[src/rtl/tsk_ram.sv]
// ----------------------------------------------------------------------------
// tsk_ram: generic single-port-write, single-port-read RAM
// One write port and one read port, read data registered.
// ----------------------------------------------------------------------------
module tsk_ram #(
	parameter int WIDTH = 8,
	parameter int DEPTH = 64
) (
	input  logic                     clk,
	input  logic                     we,
	input  logic [$clog2(DEPTH)-1:0] waddr,
	input  logic [WIDTH-1:0]         wdata,
	input  logic [$clog2(DEPTH)-1:0] raddr,
	output logic [WIDTH-1:0]         rdata
);
	logic [WIDTH-1:0] mem [DEPTH];

	always_ff @(posedge clk) begin
		if (we) begin
			mem[waddr] <= wdata;
		end
		rdata <= mem[raddr];
	end
endmodule

[config.mk]
export PLATFORM = sky130hd
export DESIGN_NAME = tsk_ram
export DESIGN_NICKNAME = d
export VERILOG_FILES = /design/src/rtl/tsk_ram.sv
export SDC_FILE = /design/constraint.sdc
export NUM_CORES = 1
export LEC_CHECK = 0
export BUFFER_PORTS_ARGS = -buffer_cell sky130_fd_sc_hd__buf_2
export CORE_UTILIZATION = 55
export CTS_BUF_LIST = sky130_fd_sc_hd__clkbuf_8
export DETAILED_ROUTE_END_ITERATION = 10
export GPL_TIMING_DRIVEN = 0
export HOLD_SLACK_MARGIN = 0.08
export PLACE_DENSITY_LB_ADDON = 0.15
export SETUP_SLACK_MARGIN = 0.02
export SYNTH_ARGS = -nofsm -noshare
export SYNTH_HDL_FRONTEND = slang
export SYNTH_SLANG_ARGS = --single-unit
[constraint.sdc]
create_clock -name clk -period 5.3 [get_ports clk]
set_input_delay 1.325 -clock clk [delete_from_list [all_inputs] [get_ports clk]]
set_output_delay 1.325 -clock clk [all_outputs]
set_load 0.05 [all_outputs]
# Word level (Yosys, flattened, before mapping)
# Memories as Yosys holds them, arrays and structs flattened. A register that Yosys moved wholly into a read port is not among the register bits.
# Index checks and enable logic that the tools add are counted.
# word_totals
wordCells,3
register_bits,0
ramBits,512
out_inout_bits,8
memories,1
# memory_table
name,depth,word_bits,read_ports,rd_clocked_by_memory_dff,wr,line_no,rtl
mem,64,8,1,1,1,16,logic [WIDTH-1:0] mem [DEPTH];
# classes
muxes,2
# op_table
cell,count
two-way mux 1 bit,2

# Longest topological paths before layout
# Gate-level depths: netlist (run 1).
# logic_depth
ltp_word,2
ltp_mapped,9
ltp_nobuf,5

# Least setup slack after synthesis (run 1)
# Ideal clock, no wire load.
# synth_timing
path_type,input to register
start,in raddr[1]
end,reg rdata[3] (read register of mem)
stages,7
n_path_buf,3
arrival_time_ps,2865
path_slack_ps,2307
required_ps,5172
cell_sequence,buf_4 > buf_2 > buf_2 > mux4_2 > mux4_2 > o21ai_1 > o41ai_1
# synth_rtl
element,line_no,rtl
start: declaration,13,"input logic [$clog2(DEPTH)-1:0] raddr,"
end: declaration,14,output logic [WIDTH-1:0] rdata

==> metrics, run 1 <==
RSZ-0062 raised after global routing=no; dpl cell area=20,900 sq um; CP top delay family=buffers and inverters; Pins Over Slew Limit=0; largest net degree at the start of global routing=65; vias per cell=6.37; Starting Density=56.3%; post-synthesis cell type count=40; Levels on crit path=8; Post-synth EDFFs=512; die width=193 microns; first-pass GRT wire length=68.6 mm; core box area=35,800 sq um; Fin. Hold Viols=0; final RePlAce weighted congestion=0.922; Max FO, Critical Path=10; R2R Setup Slk=2980 ps; Leakage=7.10 nW; grt ovf=0; Routed WL per cell=30.0 microns; failing checks=DRC; hold_buf cts=0; initial antenna violation count=1; Worst setup startpoint=raddr[1]; final worst-path cycle share=67.7%; critical path launch point type=primary input; final WL=47.2 mm; outcome=complete, but fails checks; Hold Slack=978 ps; clock-pin slew on the worst setup and hold paths=60 ps; DP Wirelength=29.4 mm; die area=37,400 sq um; asr flop ratio synth=0%; Seq cells post-synth=520; Fin Setup TNS=0 ps; iteration count of the initial detailed-routing pass=8; Num CTS Buffers=83; Synth top cells by count=edfxtp_1 (512), mux4_2 (126), nor2_1 (83); post-synth top area share=76.2%; gr usage total=26.0%; Crit. End Element=register; Final min period=3590 ps; Nets=1,069; buffers added on ports=21; crit path DAT=4040 ps; post-synthesis sequential area ratio=77.0%; TritonCTS clock tree=built; Root Driver=clkbuf_8; Final Total Pwr=8.27 mW; WP data required=5750 ps; Area contributors post-synth=edfxtp_1 (76%), mux4_2 (14%), nor2_1 (1.5%); Worst path slowest cell=buf_1; cell taking the most area after synthesis=edfxtp_1; syn_nets=962; Finish-stage setup viols=0; # DRC=3; CP Capture Point=rdata[6]$_DFF_P_; remaining antenna violation count=0; # H-tree levels=3; r2r endpoint=rdata[5]$_DFF_P_; Post-Synthesis Cells=940; post-CTS setup buffer count=0; FMAX=279 MHz; Worst-Margin Slew=1290 ps; vias post-DR=10.0k; Power Density=369 nW/um^2; min-delay worst type=reg2reg; CP Class=in2reg; RR Startpoint=mem[3][5]$_DFFE_PP_; most frequent cell after synthesis=edfxtp_1; Max VDD drop=199 uV; Design Area, Final=22,400 sq um; I/O Pins=30; most used flip-flop cell after synthesis=edfxtp_1; Post-Synthesis Cell Area=20,200 sq um; Slew HR=14.2%; final core utilization=62.6%; Synth-to-Final Area Change=11.2%; Worst Skew=14.3 ps; Ys Warns=0; Synth Area per Inst=21.5 sq um; CTS sink cnt=520; Iter 0 DRT Violations=1,216; CP Buf/Inv Count=3; Worst path max stage delay=840 ps; post-CTS sizing=0; Die Y=193 microns; share of layout cells above drive strength 1=26.9%; clock latency at the later pin of the worst-skew pair=610 ps; row count=69; maximum capacitance violations=0; crit-path cells=buf_4 -> buf_2 -> buf_1 -> nand2_1 -> a211oi_1 -> nor4_1 -> nor3_1 -> o32ai_1; r2r worst-path depth=4; CTS Buffer Depth=3; vias in the first global route=10.1k
-- layer usage --
layer  part of all wire [%]  vias to the layer above  track usage, %  wire (microns)
li1                       -                     4165               -               -
met1                     41                     5251            37.2           19400
met2                     47                      517            40.2           22400
met5                      0                        -               0               0
met4                    3.3                        0            9.75            1580
met3                    8.0                       94            5.40            3790
-- per-stage QoR --
step / std cells / worst slack [ps]
global route: 1573 / 1580
finish: 1573 / 1710
detailed placement: 1423 / 1140
global placement: 1422 / 1080
CTS: 1572 / 1800
floorplan: 940 / 2310
-- worst min-delay path by stage --
stage | from | to | slack (ps) | depth (start not counted)
floorplan | mem[34][0]$_DFFE_PP_ | rdata[0]$_DFF_P_ | 720 | 4
finish | mem[23][0]$_DFFE_PP_ | rdata[0]$_DFF_P_ | 980 | 4
CTS | mem[18][1]$_DFFE_PP_ | rdata[1]$_DFF_P_ | 990 | 4
global route | mem[18][1]$_DFFE_PP_ | rdata[1]$_DFF_P_ | 1010 | 4
global placement | mem[46][7]$_DFFE_PP_ | rdata[7]$_DFF_P_ | 970 | 5
detailed placement | mem[23][0]$_DFFE_PP_ | rdata[0]$_DFF_P_ | 970 | 4
-- cell usage in the layout (no fill, tap or decap), drive strengths merged, types with 13 or more instances in the layout --
cell,n
clkinv,33
mux2,13
mux4,126
nand3,13
nand2,19
nor2,83
edfxtp,512
buf,56
nor2b,14
clkbuf,107
inv,22
mux2i,23
-- area by class of cell --
cell class                 count  area, sq um
clock inverter                59          318
timing repair buffer          22          110
fill                        2435        13400
antenna                        1         2.50
buffer                        51          317
clock buffer                  90         1240
tap                          461          577
sequential                   520        15500
multi-input combinational    369         4320
-- worst min-delay path, delay by kind of cell (launching register included) --
family,cells,cell delay [ps]
compound gates,2,300
flops,1,310
mux,1,220
simple gates,1,90
-- registers in the layout, indices dropped and copies added, names as in the netlist --
register / cells
mem: 512
rdata: 8
-- cells by family after synthesis --
group | Yosys count | synth area share, %
flops | 520 | 77.0
mux | 162 | 15.9
simple gates | 153 | 3.39
compound gates | 54 | 2.07
buf+inv | 51 | 1.57
-- report_power, final --
part / leakage (nW) / switching (mW) / internal (mW)
Sequential: 4.67 / 0.00757 / 4.56
Combinational: 1.54 / 0.309 / 0.160
Clock: 0.884 / 1.53 / 1.71
Total: 7.10 / 1.85 / 6.42
Power figures use the tool's default switching activity.
==> run 2, diff against run 1 <==
--- a/config.mk
+++ b/config.mk
@@ -5,6 +5,7 @@
 export SDC_FILE = /design/constraint.sdc
 export NUM_CORES = 1
 export LEC_CHECK = 0
+export ABC_AREA = 1
 export BUFFER_PORTS_ARGS = -buffer_cell sky130_fd_sc_hd__buf_2
 export CORE_UTILIZATION = 55
 export CTS_BUF_LIST = sky130_fd_sc_hd__clkbuf_8
==> constraint.sdc (replaced) <==
create_clock -name clk -period 3.6 [get_ports clk]
set_input_delay 0.9 -clock clk [delete_from_list [all_inputs] [get_ports clk]]
set_output_delay 0.9 -clock clk [all_outputs]
set_load 0.05 [all_outputs]
==> metrics, run 2 <==
outcome=finished clean (was complete, but fails checks); vias in the first global route=13.8k (was 10.1k); post-synthesis sequential area ratio=72.8% (was 77.0%); FMAX=348 MHz; crit path DAT=3120 ps (was 4040 ps); Final Total Pwr=12.5 mW (was 8.27 mW); Crit. End Element=register (unchanged); Area contributors post-synth=edfxtp_1 (72%), nand2_1 (11%), nand3_1 (10%) (was edfxtp_1 (76%), mux4_2 (14%), nor2_1 (1.5%)); Routed WL per cell=24.7 microns (was 30.0 microns); vias post-DR=14.7k (was 10.0k); iteration count of the initial detailed-routing pass=6 (was 8); # H-tree levels=3 (unchanged); Post-Synthesis Cell Area=21,300 sq um (was 20,200 sq um); final WL=61.4 mm (was 47.2 mm); row count=71 (was 69); RSZ-0062 raised after global routing=no (unchanged); post-route insts no fill=2,492 (was 1,573); Max FO, Critical Path=9 (was 10); Root Driver=clkbuf_8 (unchanged); die width=199 microns (was 193 microns); vias per cell=5.91 (was 6.37); Slew HR=2.30% (was 14.2%); gr usage total=32.0% (was 26.0%); Synth-to-Final Area Change=11.5% (was 11.2%); Worst-Margin Slew=1470 ps (was 1290 ps); DR top layer=met4 (unchanged); Final min period=2870 ps; final core utilization=62.7% (was 62.6%); Met3 Routed Length=6.94 mm (was 3.79 mm); syn_nets=1,827 (was 962); Ys Warns=0 (unchanged); post-CTS sizing=0 (unchanged); CP Class=in2reg (unchanged); commonest non-fill, non-tap cells in the layout=nand2_1 (648), edfxtp_1 (512), nand3_1 (439), clkbuf_8 (91), nor2_1 (56) (was edfxtp_1 (512), mux4_2 (126), clkbuf_8 (90), nor2_1 (83), buf_2 (33)); DP Wirelength=39.8 mm (was 29.4 mm); max FFs per register=512 (unchanged); most frequent cell after synthesis=nand2_1 (was edfxtp_1); CTS Buffer Depth=3 (unchanged); share of layout cells above drive strength 1=11.9% (was 26.9%); Power Density=524 nW/um^2 (was 369 nW/um^2); r2r worst-path depth=8 (was 4); post-CTS setup buffer count=0 (unchanged); Top Registers=mem (512), rdata (8) (unchanged); Nets=1,942 (was 1,069); largest register by flop count=mem (unchanged); CTS sink cnt=520 (unchanged); Finish-stage setup viols=0 (unchanged); Die Y=199 microns (was 193 microns); cell taking the most area after synthesis=edfxtp_1 (unchanged); DP Cell Count=2,345 (was 1,423); I/O Pins=30 (unchanged); grt ovf=0 (unchanged); maximum capacitance violations=0 (unchanged); setup ws final=725 ps (was 1710 ps); asr flop ratio synth=0% (unchanged); Starting Density=56.3% (about the same); Leakage=8.75 nW (was 7.10 nW); clock latency at the later pin of the worst-skew pair=630 ps (was 610 ps); most used flip-flop cell after synthesis=edfxtp_1 (unchanged); WP data required=3850 ps (was 5750 ps); Synth top cells by count=nand2_1 (648), edfxtp_1 (512), nand3_1 (439) (was edfxtp_1 (512), mux4_2 (126), nor2_1 (83)); Max VDD drop=358 uV (was 199 uV); clock-pin slew on the worst setup and hold paths=60 ps (about the same); Cells on Worst Hold Path=1 (was 4); final worst-path cycle share=79.9%; hold_buf cts=0 (unchanged); most common cell after layout, fill and taps aside=nand2_1 (was edfxtp_1); first-pass GRT wire length=89.0 mm (was 68.6 mm); initial antenna violation count=0 (was 1); met1 wire length=24.7 mm (was 19.4 mm); Post-synth EDFFs=512 (unchanged); pre-CTS setup slack=205 ps (was 1140 ps); post-synth top area share=72.0% (was 76.2%); Seq cells post-synth=520 (unchanged); Post-Synthesis Cells=1,805 (was 940); Worst Skew=21.7 ps (was 14.3 ps); die area=39,600 sq um (was 37,400 sq um); critical path launch point type=primary input (unchanged); Num CTS Buffers=82 (was 83); Synth Area per Inst=11.8 sq um (was 21.5 sq um); Antenna diodes=0 (was 1); Pins Over Slew Limit=0 (unchanged); remaining antenna violation count=0 (unchanged); largest net degree at the start of global routing=65 (unchanged); # DRC=0 (was 3); Fin. Hold Viols=0 (unchanged); met2 wire len=28.0 mm (was 22.4 mm); TritonCTS clock tree=built (unchanged); buffers added on ports=21 (unchanged); min-delay worst type=in2reg (was reg2reg); post-synthesis cell type count=16 (was 40); core box area=37,900 sq um (was 35,800 sq um); Iter 0 DRT Violations=1,884 (was 1,216); final RePlAce weighted congestion=1.03 (was 0.922); Fin Setup TNS=0 ps (unchanged)
## run 2: final timing paths
kind | startpoint | to | slack, ps
max | waddr[1] | mem[8][5]$_DFFE_PP_ | 730
min | wdata[5] | mem[32][5]$_DFFE_PP_ | 790
max reg2reg | mem[50][3]$_DFFE_PP_ | rdata[3]$_DFF_P_ | 2160
min reg2reg | mem[10][7]$_DFFE_PP_ | rdata[7]$_DFF_P_ | 870
## run 2: kinds of logic (layout without fill, tap and decap cells)
logic type             count (synthesis)  in the layout  synth area share, %
buffers and inverters                125            301                 4.02
AND/OR/NAND/NOR                     1160           1160                 23.2
flip-flops                           520            520                 72.8
## run 2: through the flow
stage          cell area (sq um)  hold WS (ps)
3_3_place_gp               22100           872
3_5_place_dp               22200           864
2_1_floorplan              21300           722
4_1_cts                    23700           811
5_1_grt                    23800           789
6_report                   23800           791
## run 2: final cells by class
type                    instances  area (sq um)
fillers                      2992         14100
flip-flops and latches        520         15500
clock inverters                54           302
plain buffers                 113           808
repair buffers                 31           215
multi-input cells            1160          5000
well taps                     511           639
clock buffers                  91          1250
inverters                      12          50.0
## run 2: metal layers
layer,global-route usage (%),vias up
li1,-,6592
met1,46.7,7177
met2,48.5,845
met3,5.65,114
met4,11.2,0
met5,0,-
## run 2: where the power goes
part           internal, mW  switching [mW]  leakage, nW
registers              6.70          0.0116         4.67
clock network          2.53            2.30        0.884
logic                 0.233           0.704         3.20
total                  9.46            3.02         8.75
## run 2: critical path, cell delays in order
cell and delay, ps:
clkbuf_1 230, inv_1 320, nand4_1 570, nor2_1 1080
==> run 3, diff against run 2 <==
==> constraint.sdc (replaced) <==
create_clock -name clk -period 2.55 [get_ports clk]
set_input_delay 0.6375 -clock clk [delete_from_list [all_inputs] [get_ports clk]]
set_output_delay 0.6375 -clock clk [all_outputs]
set_load 0.05 [all_outputs]
==> metrics, run 3 (synthesis results as in run 2) <==
outcome=complete, but fails checks (was finished clean); failing checks=setup timing; iteration count of the initial detailed-routing pass=5 (was 6); Final min period=2580 ps; share of layout cells above drive strength 1=12.2% (was 11.9%); hold_buf cts=0 (unchanged); Sw Share=24.1% (was 24.2%); die width=199 microns (unchanged); Power Density=739 nW/um^2 (was 524 nW/um^2); final RePlAce weighted congestion=1.03 (unchanged); Pins Over Slew Limit=0 (unchanged); initial antenna violation count=0 (unchanged); Fin. Hold Viols=0 (unchanged); crit-path cells=clkbuf_1 -> inv_1 -> nand4_1 -> nor2_1 (unchanged); core box area=37,900 sq um (unchanged); maximum capacitance violations=0 (unchanged); I/O Pins=30 (unchanged); Top Registers=mem (512), rdata (8) (unchanged); clock-pin slew on the worst setup and hold paths=60 ps (about the same); crit path DAT=2820 ps (was 3120 ps); Hold Slack=528 ps (was 791 ps); Worst Skew=28.6 ps (was 21.7 ps); gr usage total=32.0% (unchanged); DP Wirelength=39.8 mm (unchanged); buffers added on ports=21 (unchanged); Worst path slowest cell=nor2_1 (unchanged); Comb pwr share=7.5% (about the same); sequential power share=53.8% (about the same); Psw=4.25 mW (was 3.01 mW); # fillers=2,991 (was 2,992); largest register by flop count=mem (unchanged); vias per cell=5.94 (was 5.91); # H-tree levels=3 (unchanged); Max VDD drop=505 uV (was 358 uV); Fin Setup TNS=-251 ps (was 0 ps); Routed WL per cell=24.6 microns (was 24.7 microns); largest net degree at the start of global routing=65 (unchanged); WP data required=2790 ps (was 3850 ps); commonest non-fill, non-tap cells in the layout=nand2_1 (648), edfxtp_1 (512), nand3_1 (439), clkbuf_8 (91), buf_2 (54) (was nand2_1 (648), edfxtp_1 (512), nand3_1 (439), clkbuf_8 (91), nor2_1 (56)); first-pass GRT wire length=89.0 mm (unchanged); final WL=61.2 mm (was 61.4 mm); min-delay worst type=in2reg (unchanged); TritonCTS clock tree=built (unchanged); die area=39,600 sq um (unchanged); Antenna diodes=0 (unchanged); remaining antenna violation count=0 (unchanged); max FFs per register=512 (unchanged); setup ws final=-32.3 ps (was 725 ps); final worst-path cycle share=101%; CTS Buffer Depth=3 (unchanged); vias in the first global route=13.8k (unchanged); R2R Setup Slk=1110 ps (was 2160 ps); critical path launch point type=primary input (unchanged); Worst-Margin Slew=1460 ps (was 1470 ps); Leakage=8.75 nW (about the same); Die Y=199 microns (unchanged); Slew HR=2.70% (was 2.30%); Starting Density=56.3% (unchanged); most common cell after layout, fill and taps aside=nand2_1 (unchanged); # DRC=0 (unchanged); row count=71 (unchanged); RSZ-0062 raised after global routing=yes (was no); Synth-to-Final Area Change=11.6% (was 11.5%); Crit. End Element=register (unchanged); internal power=13.4 mW (was 9.46 mW); Nets=1,942 (unchanged); vias post-DR=14.8k (was 14.7k); Root Driver=clkbuf_8 (unchanged); Num CTS Buffers=82 (unchanged); Clock power frac=38.6% (was 38.7%); Finish-stage setup viols=12 (was 0); Worst path max stage delay=1040 ps (was 1080 ps); clock latency at the later pin of the worst-skew pair=630 ps (about the same); CP Class=in2reg (unchanged); Final Total Pwr=17.6 mW (was 12.5 mW); FMAX=387 MHz; CTS sink cnt=520 (unchanged); post-CTS setup buffer count=0 (unchanged); final core utilization=62.8% (was 62.7%); Max FO, Critical Path=9 (unchanged); Iter 0 DRT Violations=1,980 (was 1,884); grt ovf=0 (unchanged)
==> run 3: cell count changes in the layout (fill, tap and decap cells not counted) <==
cell | before | now
nor2_2 | 0 | 6
nor2_1 | 56 | 50
==> run 3: worst paths after layout <==
check                       startpoint              endpoint  cells after the start
setup / recovery              waddr[1]  mem[25][3]$_DFFE_PP_                      4
hold / removal                wdata[5]  mem[32][5]$_DFFE_PP_                      1
setup reg to reg  mem[50][5]$_DFFE_PP_      rdata[5]$_DFF_P_                      8
hold reg to reg   mem[10][7]$_DFFE_PP_      rdata[7]$_DFF_P_                      8
==> run 3: cell type report <==
type,instances,area (sq um),share of cell area [%]
Buffer,113,808,3.39
Clock buffer,91,1250,5.26
Clock inverter,54,302,1.27
Inverter,12,50.0,0.210
Multi-Input combinational cell,1160,5010,21.0
Sequential cell,520,15500,65.2
Tap cell,511,639,2.68
Timing Repair Buffer,31,215,0.904
==> run 3: power groups by stage <==
stage | logic, mW | clock network (mW) | registers, mW
final | 1.33 | 6.80 | 9.48
after global routing | 1.41 | 7.19 | 9.48
after CTS | 1.29 | 6.85 | 9.49
after detailed placement | 1.29 | 0 | 9.66
after global placement | 1.26 | 0 | 9.66
after floorplan | 0.665 | 0 | 9.72
==> run 3: per-stage QoR <==
step / std cells / worst slack [ps] / instance area (sq um)
floorplan: 1805 / 146 / 21300
global placement: 2337 / -625 / 22100
detailed placement: 2345 / -582 / 22200
CTS: 2490 / 88.3 / 23700
global route: 2492 / -68.6 / 23800
finish: 2492 / -32.3 / 23800
==> run 3: repair_timing <==
item                                    CTS  global route
resized for setup                         0             6
endpoints found under the setup margin    0            58
hold endpoints to repair                  0             0
==> run 3: worst max-delay path, delay by kind of cell <==
| family | cells | cell delay (ps) |
|---|---|---|
| and+or+nand+nor | 2 | 1620 |
| buffers and inverters | 2 | 550 |
==> run 3: routing by layer <==
| layer | GRT usage, % | vias up | routed length, microns |
|---|---|---|---|
| li1 | - | 6597 | - |
| met1 | 46.7 | 7220 | 24700 |
| met2 | 48.5 | 875 | 27900 |
| met3 | 5.65 | 109 | 6930 |
| met4 | 11.2 | 0 | 1770 |
| met5 | 0 | - | 0 |
